==> config.mk <==
export PLATFORM = sky130hd
export DESIGN_NAME = bubble_sort_and_linear_search
export DESIGN_NICKNAME = d
export VERILOG_FILES = /design/src/rtl/bss_pkg.sv /design/src/rtl/bss_ram.sv /design/src/rtl/bss_ctrl.sv /design/src/rtl/bss_dp.sv /design/src/rtl/bubble_sort_and_linear_search.sv
export SDC_FILE = /design/constraint.sdc
export NUM_CORES = 2
export LEC_CHECK = 0
export BUFFER_PORTS_ARGS = -buffer_cell sky130_fd_sc_hd__buf_2
export CELL_PAD_IN_SITES_DETAIL_PLACEMENT = 0
export CELL_PAD_IN_SITES_GLOBAL_PLACEMENT = 2
export CORE_MARGIN = 1.5
export CORE_UTILIZATION = 46
export DETAILED_ROUTE_END_ITERATION = 10
export MAX_ROUTING_LAYER = met4
export PLACE_DENSITY = 0.89
export SLEW_MARGIN = 20
export SYNTH_ARGS = -nofsm -noshare
export SYNTH_HDL_FRONTEND = slang
export SYNTH_SLANG_ARGS = --single-unit
==> constraint.sdc <==
create_clock -name clock -period 6.6 [get_ports clock]
set_input_delay 0.33 -clock clock [delete_from_list [all_inputs] [get_ports clock]]
set_output_delay 0.33 -clock clock [all_outputs]
set_load 0.03 [all_outputs]
==> src/rtl/bss_pkg.sv <==
// Shared types and constants for the bubble sort and linear search block.
// Used by the controller, the datapath and the top level; depends on nothing.
package bss_pkg;

   localparam int DEPTH_DEFAULT = 64;
   localparam int WORD_W        = 32;
   localparam int INDEX_W       = 6;

   typedef struct packed {
      logic                     req_type;
      logic signed [WORD_W-1:0] value;
      logic                     last_element;
   } req_item_type;

   typedef struct packed {
      logic                     result_kind;
      logic signed [WORD_W-1:0] sorted_value;
      logic                     found;
      logic [INDEX_W-1:0]       found_index;
      logic                     last_of_run;
   } rsp_item_type;

   // controller to datapath
   typedef struct packed {
      logic capture;
      logic load;
      logic scan_init;
      logic scan_step;
      logic sort_init;
      logic pass_start;
      logic pass_first;
      logic pass_step;
      logic pass_end;
      logic emit_init;
      logic emit_step;
   } ctl_cmd_type;

   // datapath to controller
   typedef struct packed {
      logic is_search;
      logic is_last;
      logic scan_done;
      logic count_small;
      logic pair_last;
      logic top_le2;
      logic emit_done;
   } dp_stat_type;

endpackage

==> src/rtl/bss_ram.sv <==
// Generic single-write, single-read RAM with registered read data.
// No dependencies.
module bss_ram #(
   parameter int WIDTH = 32,
   parameter int DEPTH = 64
) (
   input  logic                     clock,
   input  logic                     wr_en,
   input  logic [$clog2(DEPTH)-1:0] wr_addr,
   input  logic [WIDTH-1:0]         wr_data,
   input  logic                     rd_en,
   input  logic [$clog2(DEPTH)-1:0] rd_addr,
   output logic [WIDTH-1:0]         rd_data
);

   logic [WIDTH-1:0] mem_ff [DEPTH];
   logic [WIDTH-1:0] rd_data_ff;

   always_ff @(posedge clock) begin
      if (wr_en) begin
         mem_ff[wr_addr] <= wr_data;
      end
      if (rd_en) begin
         rd_data_ff <= mem_ff[rd_addr];
      end
   end

   assign rd_data = rd_data_ff;

endmodule

==> src/rtl/bss_ctrl.sv <==
// Sequencing state machine: accepts words, steps the datapath through load,
// search scan, bubble passes and sorted output. Depends on bss_pkg.
module bss_ctrl (
   input  logic                 clock,
   input  logic                 reset,
   input  logic                 start,
   output logic                 busy,
   input  bss_pkg::dp_stat_type stat,
   output bss_pkg::ctl_cmd_type cmd
);

   localparam logic [3:0] S_IDLE       = 4'd0;
   localparam logic [3:0] S_DISPATCH   = 4'd1;
   localparam logic [3:0] S_SCAN       = 4'd2;
   localparam logic [3:0] S_SORT_INIT  = 4'd3;
   localparam logic [3:0] S_PASS_START = 4'd4;
   localparam logic [3:0] S_PASS_FIRST = 4'd5;
   localparam logic [3:0] S_PASS_STEP  = 4'd6;
   localparam logic [3:0] S_PASS_END   = 4'd7;
   localparam logic [3:0] S_EMIT_INIT  = 4'd8;
   localparam logic [3:0] S_EMIT       = 4'd9;

   logic [3:0] state_ff;
   logic [3:0] state_in;

   assign busy = (state_ff != S_IDLE);

   always_comb begin
      state_in = state_ff;
      cmd      = '0;
      unique case (state_ff)
         S_IDLE: begin
            if (start) begin
               cmd.capture = 1'b1;
               state_in    = S_DISPATCH;
            end
         end
         S_DISPATCH: begin
            if (stat.is_search) begin
               cmd.scan_init = 1'b1;
               state_in      = S_SCAN;
            end else begin
               cmd.load = 1'b1;
               state_in = stat.is_last ? S_SORT_INIT : S_IDLE;
            end
         end
         S_SCAN: begin
            cmd.scan_step = 1'b1;
            if (stat.scan_done) begin
               state_in = S_IDLE;
            end
         end
         S_SORT_INIT: begin
            cmd.sort_init = 1'b1;
            state_in      = stat.count_small ? S_EMIT_INIT : S_PASS_START;
         end
         S_PASS_START: begin
            cmd.pass_start = 1'b1;
            state_in       = S_PASS_FIRST;
         end
         S_PASS_FIRST: begin
            cmd.pass_first = 1'b1;
            state_in       = S_PASS_STEP;
         end
         S_PASS_STEP: begin
            cmd.pass_step = 1'b1;
            if (stat.pair_last) begin
               state_in = S_PASS_END;
            end
         end
         S_PASS_END: begin
            cmd.pass_end = 1'b1;
            state_in     = stat.top_le2 ? S_EMIT_INIT : S_PASS_START;
         end
         S_EMIT_INIT: begin
            cmd.emit_init = 1'b1;
            state_in      = S_EMIT;
         end
         S_EMIT: begin
            cmd.emit_step = 1'b1;
            if (stat.emit_done) begin
               state_in = S_IDLE;
            end
         end
         default: begin
            state_in = S_IDLE;
         end
      endcase
   end

   always_ff @(posedge clock) begin
      if (reset) begin
         state_ff <= S_IDLE;
      end else begin
         state_ff <= state_in;
      end
   end

   a_capture_busy: assert property (@(posedge clock) disable iff (reset)
      cmd.capture |=> busy)
      else $error("accepted word did not make the block busy");

   a_idle_no_work: assert property (@(posedge clock) disable iff (reset)
      !busy |-> !(cmd.scan_step || cmd.pass_step || cmd.emit_step || cmd.load))
      else $error("datapath work commanded while idle");

   a_pass_order: assert property (@(posedge clock) disable iff (reset)
      cmd.pass_start |=> cmd.pass_first)
      else $error("bubble pass did not load its first element");

endmodule

==> src/rtl/bss_dp.sv <==
// Datapath: element store, batch count, scan and pass counters, carry
// register for the bubble pass, and the registered result word.
// Depends on bss_pkg and bss_ram.
module bss_dp #(
   parameter int DEPTH = bss_pkg::DEPTH_DEFAULT
) (
   input  logic                  clock,
   input  logic                  reset,
   input  bss_pkg::req_item_type req_data,
   input  bss_pkg::ctl_cmd_type  cmd,
   output bss_pkg::dp_stat_type  stat,
   output logic                  rsp_strobe,
   output bss_pkg::rsp_item_type rsp_data
);

   localparam int AW    = $clog2(DEPTH);
   localparam int CW    = $clog2(DEPTH + 1);
   localparam int WW    = bss_pkg::WORD_W;
   localparam int IDX_W = bss_pkg::INDEX_W;

   bss_pkg::req_item_type item_ff, item_in;
   bss_pkg::rsp_item_type rsp_ff, rsp_in;
   logic                  rsp_valid_ff, rsp_valid_in;
   logic [CW-1:0]         count_ff, count_in;
   logic                  closed_ff, closed_in;
   logic [CW-1:0]         idx_ff, idx_in;
   logic                  pend_ff, pend_in;
   logic [AW-1:0]         pidx_ff, pidx_in;
   logic [CW-1:0]         top_ff, top_in;
   logic [WW-1:0]         carry_ff, carry_in;

   logic          ram_we, ram_re;
   logic [AW-1:0] ram_wa, ram_ra;
   logic [WW-1:0] ram_wd, rd_data;

   logic [CW-1:0] eff_count, idx_p1, idx_p2, top_m1, cnt_m1;
   logic          space, hit, nomore, gt, pair_last, emit_last;

   assign eff_count = closed_ff ? '0 : count_ff;
   assign space     = (eff_count < CW'(DEPTH));
   assign idx_p1    = idx_ff + CW'(1);
   assign idx_p2    = idx_ff + CW'(2);
   assign top_m1    = top_ff - CW'(1);
   assign cnt_m1    = count_ff - CW'(1);
   assign hit       = pend_ff && (rd_data == $unsigned(item_ff.value));
   assign nomore    = (idx_ff >= count_ff);
   assign gt        = ($signed(carry_ff) > $signed(rd_data));
   assign pair_last = (idx_p2 == top_ff);
   assign emit_last = (pidx_ff == cnt_m1[AW-1:0]);

   assign stat.is_search   = item_ff.req_type;
   assign stat.is_last     = item_ff.last_element;
   assign stat.scan_done   = hit || nomore;
   assign stat.count_small = (count_ff < CW'(2));
   assign stat.pair_last   = pair_last;
   assign stat.top_le2     = (top_ff <= CW'(2));
   assign stat.emit_done   = pend_ff && emit_last;

   always_comb begin
      item_in      = item_ff;
      count_in     = count_ff;
      closed_in    = closed_ff;
      idx_in       = idx_ff;
      pend_in      = pend_ff;
      pidx_in      = pidx_ff;
      top_in       = top_ff;
      carry_in     = carry_ff;
      rsp_valid_in = 1'b0;
      rsp_in       = rsp_ff;
      ram_we       = 1'b0;
      ram_wa       = '0;
      ram_wd       = carry_ff;
      ram_re       = 1'b0;
      ram_ra       = '0;

      if (cmd.capture) begin
         item_in = req_data;
      end

      // a load after a sorted batch starts a new batch at index zero
      if (cmd.load) begin
         closed_in = 1'b0;
         if (space) begin
            ram_we   = 1'b1;
            ram_wa   = eff_count[AW-1:0];
            ram_wd   = $unsigned(item_ff.value);
            count_in = eff_count + CW'(1);
         end else begin
            count_in = eff_count;
         end
      end

      if (cmd.scan_init || cmd.emit_init) begin
         idx_in  = '0;
         pend_in = 1'b0;
      end
      if (cmd.emit_init) begin
         closed_in = 1'b1;
      end

      // scan: one read issued per cycle, compare the word read last cycle
      if (cmd.scan_step) begin
         if (hit || nomore) begin
            rsp_valid_in       = 1'b1;
            rsp_in.result_kind = 1'b1;
            rsp_in.sorted_value = '0;
            rsp_in.found       = hit;
            rsp_in.found_index = hit ? IDX_W'(pidx_ff) : '0;
            rsp_in.last_of_run = 1'b1;
            pend_in            = 1'b0;
         end else begin
            ram_re  = 1'b1;
            ram_ra  = idx_ff[AW-1:0];
            pend_in = 1'b1;
            pidx_in = idx_ff[AW-1:0];
            idx_in  = idx_p1;
         end
      end

      if (cmd.sort_init) begin
         top_in = count_ff;
      end

      if (cmd.pass_start) begin
         ram_re = 1'b1;
         ram_ra = '0;
         idx_in = '0;
      end

      if (cmd.pass_first) begin
         carry_in = rd_data;
         ram_re   = 1'b1;
         ram_ra   = AW'(1);
      end

      // carry the larger word up, drop the smaller one at index j
      if (cmd.pass_step) begin
         ram_we   = 1'b1;
         ram_wa   = idx_ff[AW-1:0];
         ram_wd   = gt ? rd_data : carry_ff;
         carry_in = gt ? carry_ff : rd_data;
         idx_in   = idx_p1;
         if (!pair_last) begin
            ram_re = 1'b1;
            ram_ra = idx_p2[AW-1:0];
         end
      end

      if (cmd.pass_end) begin
         ram_we = 1'b1;
         ram_wa = top_m1[AW-1:0];
         ram_wd = carry_ff;
         top_in = top_m1;
      end

      if (cmd.emit_step) begin
         if (pend_ff) begin
            rsp_valid_in        = 1'b1;
            rsp_in.result_kind  = 1'b0;
            rsp_in.sorted_value = $signed(rd_data);
            rsp_in.found        = 1'b0;
            rsp_in.found_index  = '0;
            rsp_in.last_of_run  = emit_last;
         end
         if (!nomore) begin
            ram_re  = 1'b1;
            ram_ra  = idx_ff[AW-1:0];
            pend_in = 1'b1;
            pidx_in = idx_ff[AW-1:0];
            idx_in  = idx_p1;
         end else begin
            pend_in = 1'b0;
         end
      end
   end

   always_ff @(posedge clock) begin
      if (reset) begin
         count_ff     <= '0;
         closed_ff    <= 1'b0;
         idx_ff       <= '0;
         pend_ff      <= 1'b0;
         top_ff       <= '0;
         rsp_valid_ff <= 1'b0;
      end else begin
         count_ff     <= count_in;
         closed_ff    <= closed_in;
         idx_ff       <= idx_in;
         pend_ff      <= pend_in;
         top_ff       <= top_in;
         rsp_valid_ff <= rsp_valid_in;
      end
   end

   always_ff @(posedge clock) begin
      item_ff  <= item_in;
      pidx_ff  <= pidx_in;
      carry_ff <= carry_in;
      rsp_ff   <= rsp_in;
   end

   bss_ram #(
      .WIDTH (WW),
      .DEPTH (DEPTH)
   ) u_store (
      .clock   (clock),
      .wr_en   (ram_we),
      .wr_addr (ram_wa),
      .wr_data (ram_wd),
      .rd_en   (ram_re),
      .rd_addr (ram_ra),
      .rd_data (rd_data)
   );

   assign rsp_strobe = rsp_valid_ff;
   assign rsp_data   = rsp_ff;

   a_count_bound: assert property (@(posedge clock) disable iff (reset)
      count_ff <= CW'(DEPTH))
      else $error("batch count exceeds store depth");

   a_rw_apart: assert property (@(posedge clock) disable iff (reset)
      (ram_we && ram_re) |-> (ram_wa != ram_ra))
      else $error("store read and written at the same index in one cycle");

   a_run_gap: assert property (@(posedge clock) disable iff (reset)
      (rsp_valid_ff && rsp_ff.last_of_run) |=> !rsp_valid_ff)
      else $error("result word follows the end of a run at once");

   a_pass_range: assert property (@(posedge clock) disable iff (reset)
      cmd.pass_step |-> ((top_ff >= CW'(2)) && (idx_p1 < top_ff)))
      else $error("bubble pass index outside the active range");

endmodule

==> src/rtl/bubble_sort_and_linear_search.sv <==
// Top level of the bubble sort and linear search block.
// Depends on bss_pkg, bss_ctrl, bss_dp (and bss_ram through bss_dp).
//
// A word is taken when start is high and busy is low; one word is worked on
// at a time. A load that is not marked last gives no result. A search scans
// the single read port of the store one entry per cycle and answers with
// one result word. A load marked last sorts the N stored entries with bubble
// passes over the same read port and then sends the N sorted words back
// to back, the last one marked. Results appear on rsp_data for one cycle
// under rsp_strobe and cannot be held off: the receiver must take every
// word as it comes.
module bubble_sort_and_linear_search #(
   parameter int DEPTH = bss_pkg::DEPTH_DEFAULT
) (
   input  logic                  clock,
   input  logic                  reset,
   input  logic                  start,
   output logic                  busy,
   input  bss_pkg::req_item_type req_data,
   output logic                  rsp_strobe,
   output bss_pkg::rsp_item_type rsp_data
);

   bss_pkg::ctl_cmd_type cmd;
   bss_pkg::dp_stat_type stat;

   bss_ctrl u_ctrl (
      .clock (clock),
      .reset (reset),
      .start (start),
      .busy  (busy),
      .stat  (stat),
      .cmd   (cmd)
   );

   bss_dp #(
      .DEPTH (DEPTH)
   ) u_dp (
      .clock      (clock),
      .reset      (reset),
      .req_data   (req_data),
      .cmd        (cmd),
      .stat       (stat),
      .rsp_strobe (rsp_strobe),
      .rsp_data   (rsp_data)
   );

endmodule
# After elaboration in Yosys (flattened, before gate mapping)

Memories as Yosys holds them, arrays and structs flattened. A register that Yosys moved wholly into a read port is not among the register bits.
Index checks and enable logic that the tools add are counted.
Widths: inputs -> output; s select.

Reductions and logical operators: 12
Magnitude comparators: 5
Muxes and demuxes: 86
Equality and inequality tests: 17
$add $sub $neg: 5

Operators by type and width:

| operator            | count |
|---|---|
| $mux 32             | 8 |
| $mux 41             | 4 |
| $mux 6              | 17 |
| $mux 7              | 11 |
| $pmux 4 s10         | 1 |
| $mux 1              | 36 |
| $eq 32x32->1        | 1 |
| $gt 32x32->1        | 1 |
| $mux 4              | 7 |
| $eq 4x3->1 const B  | 4 |
| $add 7x1->7 const B | 2 |
| $eq 4x2->1 const B  | 2 |
| $eq 4x4->1 const B  | 2 |
| $ne 2x2->1 const B  | 4 |
| $add 7x2->7 const B | 1 |
| $eq 7x7->1          | 1 |
| $ge 7x7->1          | 1 |
| $le 7x2->1 const B  | 1 |
| $lt 7x2->1 const B  | 1 |
| $lt 7x7->1 const B  | 1 |
| $sub 7x1->7 const B | 1 |
| $eq 6x6->1          | 1 |
| $reduce_bool 2->1   | 3 |
| $sub 6x1->6 const B | 1 |
| 10 further kinds    | 13 |

Memories: 1
Bits in writable memories: 2048
Flip-flop bits (word level): 141
Logic and storage cells: 143
Output and inout port bits: 43

Memory list:

| name                | depth | bits a word | read ports | clocked after Yosys merged registers in | write ports | RTL line      | text |
|---|---|---|---|---|---|---|---|
| u_dp.u_store.mem_ff | 64    | 32          | 1          | 1                                       | 1           | bss_ram.sv:16 | `logic [WIDTH-1:0] mem_ff [DEPTH];` |

# Longest topological paths before layout

Word-level depth: 11
Gate-level depth with buffers: 19
Mapped depth without buffers: 14

# Modules after synthesis

From an unflattened synthesis, not the netlist that was laid out.

Cells, all modules: 4301
Area total of the unflattened synthesis: 87724.1 sq um

Modules (own cells, without submodules):

| module   | area each (sq um) | instances | cells an instance | seq. area each (sq um) |
|---|---|---|---|---|
| bss_ram  | 78835.6           | 1         | 3324              | 62459.9 |
| bss_dp   | 8518.2            | 1         | 922               | 3403.3 |
| bss_ctrl | 370.4             | 1         | 55                | 80.1 |

# Worst setup path before layout

No wires, ideal clock.

Path type: register to register
From: reg u_dp.u_store.rd_data_ff[9] (netlist: u_dp.u_store.rd_data[9]) (read register of u_dp.u_store.mem_ff)
To: reg u_dp.carry_ff[0], enable pin
Setup slack: 1.835 ns
Period minus slack after synthesis: 4.765 ns
Arrival: 4.299 ns
Cell stages (with the launch flop): 13
Path through: edfxtp_1 -> inv_1 -> ha_1 -> a21o_1 -> a21o_1 -> a21o_1 -> a21oi_1 -> o21ai_0 -> a311oi_1 -> nor2b_1 -> nor3_1 -> a211oi_1 -> o21ai_0

Word-level cells in the longest chain between the ends: 3

RTL lines:

| what                       | RTL line      | text |
|---|---|---|
| from (decl)                | bss_ram.sv:17 | `logic [WIDTH-1:0] rd_data_ff;` |
| $gt 32x32->1               | bss_dp.sv:47  | `assign gt = ($signed(carry_ff) > $signed(rd_data));` |
| $ne 2x2->1 (no line)       | -             |  |
| $reduce_and 2->1 (no line) | -             |  |
| to (signal assigned)       | bss_dp.sv:198 | `carry_ff <= carry_in;` |
| to (decl)                  | bss_dp.sv:30  | `logic [WW-1:0] carry_ff, carry_in;` |

No other way between the ends.
A chain may end at the register's enable or synchronous reset.

# Final worst setup path

From: reg u_dp.idx_ff[0]
To: reg u_dp.u_store.rd_data_ff[12] (netlist: u_dp.u_store.rd_data[12]) (read register of u_dp.u_store.mem_ff) (data pin)

Word-level cells in the longest chain between the ends: 10
Elaborated cells on any way between the ends: 20

RTL lines:

| what                             | RTL line      | text |
|---|---|---|
| from (decl)                      | bss_dp.sv:26  | `logic [CW-1:0] idx_ff, idx_in;` |
| from (signal assigned)           | bss_dp.sv:188 | `idx_ff <= idx_in;` |
| $ge 7x7->1                       | bss_dp.sv:46  | `assign nomore = (idx_ff >= count_ff);` |
| $logic_or 1x1->1                 | bss_dp.sv:103 | `if (hit \|\| nomore) begin` |
| $mux 6 or $mux 1 (tied branches) | bss_dp.sv:103 |  |
| $mux 6 or $mux 1 (tied branches) | bss_dp.sv:102 | `if (cmd.scan_step) begin` |
| $mux 6 or $mux 1 (tied branches) | bss_dp.sv:124 | `if (cmd.pass_start) begin` |
| $mux 6 or $mux 1 (tied branches) | bss_dp.sv:130 | `if (cmd.pass_first) begin` |
| $mux 6 or $mux 1 (tied branches) | bss_dp.sv:143 | `if (!pair_last) begin` |
| $mux 6 or $mux 1 (tied branches) | bss_dp.sv:137 | `if (cmd.pass_step) begin` |
| $mux 6 or $mux 1 (tied branches) | bss_dp.sv:165 | `if (!nomore) begin` |
| $mux 6 or $mux 1 (tied branches) | bss_dp.sv:156 | `if (cmd.emit_step) begin` |

Parallel ways exist; a longest one is shown, timed or not.

==> metrics <==
CTS clk-pin slew, worst paths=0.06 ns; initial antenna violation count=17; Internal=22.83 mW; most frequent cells in the layout=edfxtp_1 (2152), nand2_1 (1528), nand3_1 (713); CTS tree=built; adder-cell share of the synthesized area=0.006471; Root Buffer=clkbuf_16; sequential power share=0.549; Overflow after GRT=0; Max Clock Skew=0.04667 ns; Reg2Reg Depth=16; clk sinks=2221; H-tree Lvls=4; Core Area=192400 um2; Antenna Nets Post-Route=0; row cnt=161; vias=56670; number of synthesized flops with an enable pin=2152; gpl congestion=0.9151; 1st-iter DRT viols=8123; Synth Area in XOR/XNOR=0.005416; # resized after CTS=0; leading area contributor after synthesis=edfxtp_1; M1 GR Usage=0.3670; largest cells by area after synthesis=edfxtp_1 (73%), nand2_1 (6.5%), nand3_1 (4.0%); Net Sw Power=5.882 mW; #FFs+latches synth=2221; Synth top area share=0.7265; Sum Neg Setup Slack=0 ns; Synth Area in Compound Gates=0.05320; dpl cells=8941; commonest non-fill, non-tap cell in the layout=edfxtp_1; Logic pwr share=0.026; post-synthesis mux area share=0.03311; die area=196000 um2; Clk pwr share=0.425; drt drc=0; share of layout cells above drive strength 1=0.1170; first-pass GRT wire length=378.6 mm; syn_nets=6552; status=completed; WP data required=7.23 ns; achievable frequency=165.7 MHz; clock latency on the worst-skew pair=0.87 ns; switching share of power=0.2049; Area Overhead vs Synth=13.89%; initial core utilization=0.4624; Max clock buf depth=3; post-synthesis cell count=6469; post-synthesis cell type count=82; Final #Nets=6750; # fillers=15540; num ports=80; Cells on Worst Hold Path=2; Via density=6.048; detailed-placement wirelength estimate=157.6 mm; Die Span X=442.7 um; Fin. Hold Viols=0; TritonRoute pass-1 iters=8; kind of critical path=register to register; crit path max fanout=17; Synth Area in Simple Gates=0.1360; IO buf count=79; sequential share of the synthesized area=0.7420; crit path time final=6.034 ns; Slew @ Worst Pin=1.151 ns; GR Util met2=0.4153; crit share post-route=0.9143; final slew viol count=0; met3 GRT Util=0.06945; Hold Path Class=input port to register; max-capacitance violation count=0; leakage power=35.71 nW; Finished Layout Cells=9369; final setup violation count=0; Worst setup EP type=register; largest family of logic cells by synthesized area=simple AND/OR/NAND/NOR gates; vias in the first global route=53530; Yosys warning count=0; Mapped Avg Cell Area=13.75 um2; top_reg_cell synth=edfxtp_1; crit path DAT=6.66 ns; Tot GR Track Use=0.2745; Worst VDD drop=0.3164 mV; Num CTS Buffers=213; GRT busiest layer=met2; routed len/inst=28.31 um; Pwr Total=28.71 mW; RSZ-0062 raised after global routing=no; Die H=442.7 um; P per Cell Area=283.4 nW/um2; Post-Synthesis Cell Area=88950 um2; pin count of the biggest net entering global routing=96; Total Routed Length=265.2 mm; Synth async-reset ratio=0; startpoint types=register; Rel. slew slack=0.2306
==> registers in the layout, summed over array words and instances, names as in the netlist, named ones only <==
name                  count
u_dp.count_ff             7
u_ctrl.state_ff           4
u_dp.rsp_strobe           1
u_dp.idx_ff               7
u_dp.carry_ff            32
u_dp.u_store.mem_ff    2048
u_dp.stat                 2
u_dp.pend_ff              1
u_dp.rsp_data            41
u_dp.closed_ff            1
u_dp.top_ff               7
u_dp.item_ff             32
u_dp.u_store.rd_data     32
==> stage by stage <==
stage | worst slack (ns) | util | hold slack (ns) | instance area, um2
after floorplan | 1.835 | - | 0.4093 | 88950
after global placement | 0.8567 | 0.4878 | 0.4540 | 93840
after detailed placement | 0.7893 | 0.4880 | 0.4584 | 93890
after CTS | 0.7433 | 0.5258 | 0.1304 | 101100
after global routing | 0.3959 | 0.5266 | 0.1636 | 101300
final | 0.5659 | 0.5266 | 0.1858 | 101300
==> path summary, 6_finish.rpt <==
kind | startpoint | endpoint | slack (ns)
worst max-delay path | u_dp.idx_ff[0] | u_dp.u_store.rd_data[12] | 0.57
worst min-delay path | req_data[28] | u_dp.item_ff[28] | 0.19
worst max register to register | u_dp.idx_ff[0] | u_dp.u_store.rd_data[12] | 0.57
worst min register to register | u_dp.rsp_data[4] | u_dp.rsp_data[4] | 0.47
==> critical path, stage by stage, from the launching register on <==
cell and delay, ns:
dfxtp_1 0.69, inv_1 0.17, ha_1 0.32, nand2b_1 0.14
a31oi_1 0.17, o21ai_1 0.24, a21oi_1 0.64, nand2_2 0.29
inv_2 0.28, a31oi_2 0.12, buf_4 0.19, or2_2 0.29
nor2_2 0.80, buf_4 0.52, a32oi_1 0.14, o211ai_1 0.34
a211o_1 0.42
==> synth_stat cells, types with 25 or more instances <==
cell / n
a211oi_1: 26
a21oi_1: 173
a221o_1: 35
a221oi_1: 25
a22o_1: 37
a22oi_1: 72
a31oi_1: 59
a32oi_1: 57
and3_1: 71
buf_1: 36
buf_2: 164
buf_4: 40
clkbuf_1: 143
dfxtp_1: 69
edfxtp_1: 2152
ha_1: 46
inv_1: 57
mux2i_1: 274
nand2_1: 1529
nand3_1: 713
nand4_1: 125
nor2_1: 158
nor3_1: 51
o21ai_0: 40
xnor2_1: 47
==> cell type report <==
type | instances | area, um2 | share of cell area
antenna | 7 | 17.52 | 0.0001729
tap | 2526 | 3161 | 0.03120
multi-input combinational | 3798 | 21630 | 0.2135
clock buffer | 269 | 5729 | 0.05656
timing repair buffer | 375 | 3378 | 0.03335
clock inverter | 115 | 1169 | 0.01154
inverter | 58 | 217.7 | 0.002149
sequential | 2221 | 66000 | 0.6515
==> power groups by stage <==
stage,logic (mW),registers [mW],clock network (mW)
6_report,0.759,15.8,12.2
2_1_floorplan,0.380,16.0,0
3_3_place_gp,0.693,16.1,0
4_1_cts,0.738,15.8,12.3
3_5_place_dp,0.718,16.0,0
5_1_grt,0.809,15.7,12.8
==> per-layer routing <==
layer	routed length [um]	vias up
li1	-	24640
met1	105500	28500
met2	122600	3084
met3	29640	440
met4	7482	0
met5	0	-
==> repair_timing <==
| item | 4_1_cts | 5_1_grt |
|---|---|---|
| endpoints found under the setup margin | 0 | 0 |
| hold endpoints to repair | 57 | 0 |
| hold buffers | 36 | 0 |
| buffers inserted | 0 | 0 |
==> kinds of logic after synthesis <==
kind of cell	Yosys count
simple gates	2745
flops	2221
compound gates	660
buf+inv	450
mux	292
xor+xnor	55
fa+ha+maj	46
(Power assumes the default switching activity.)
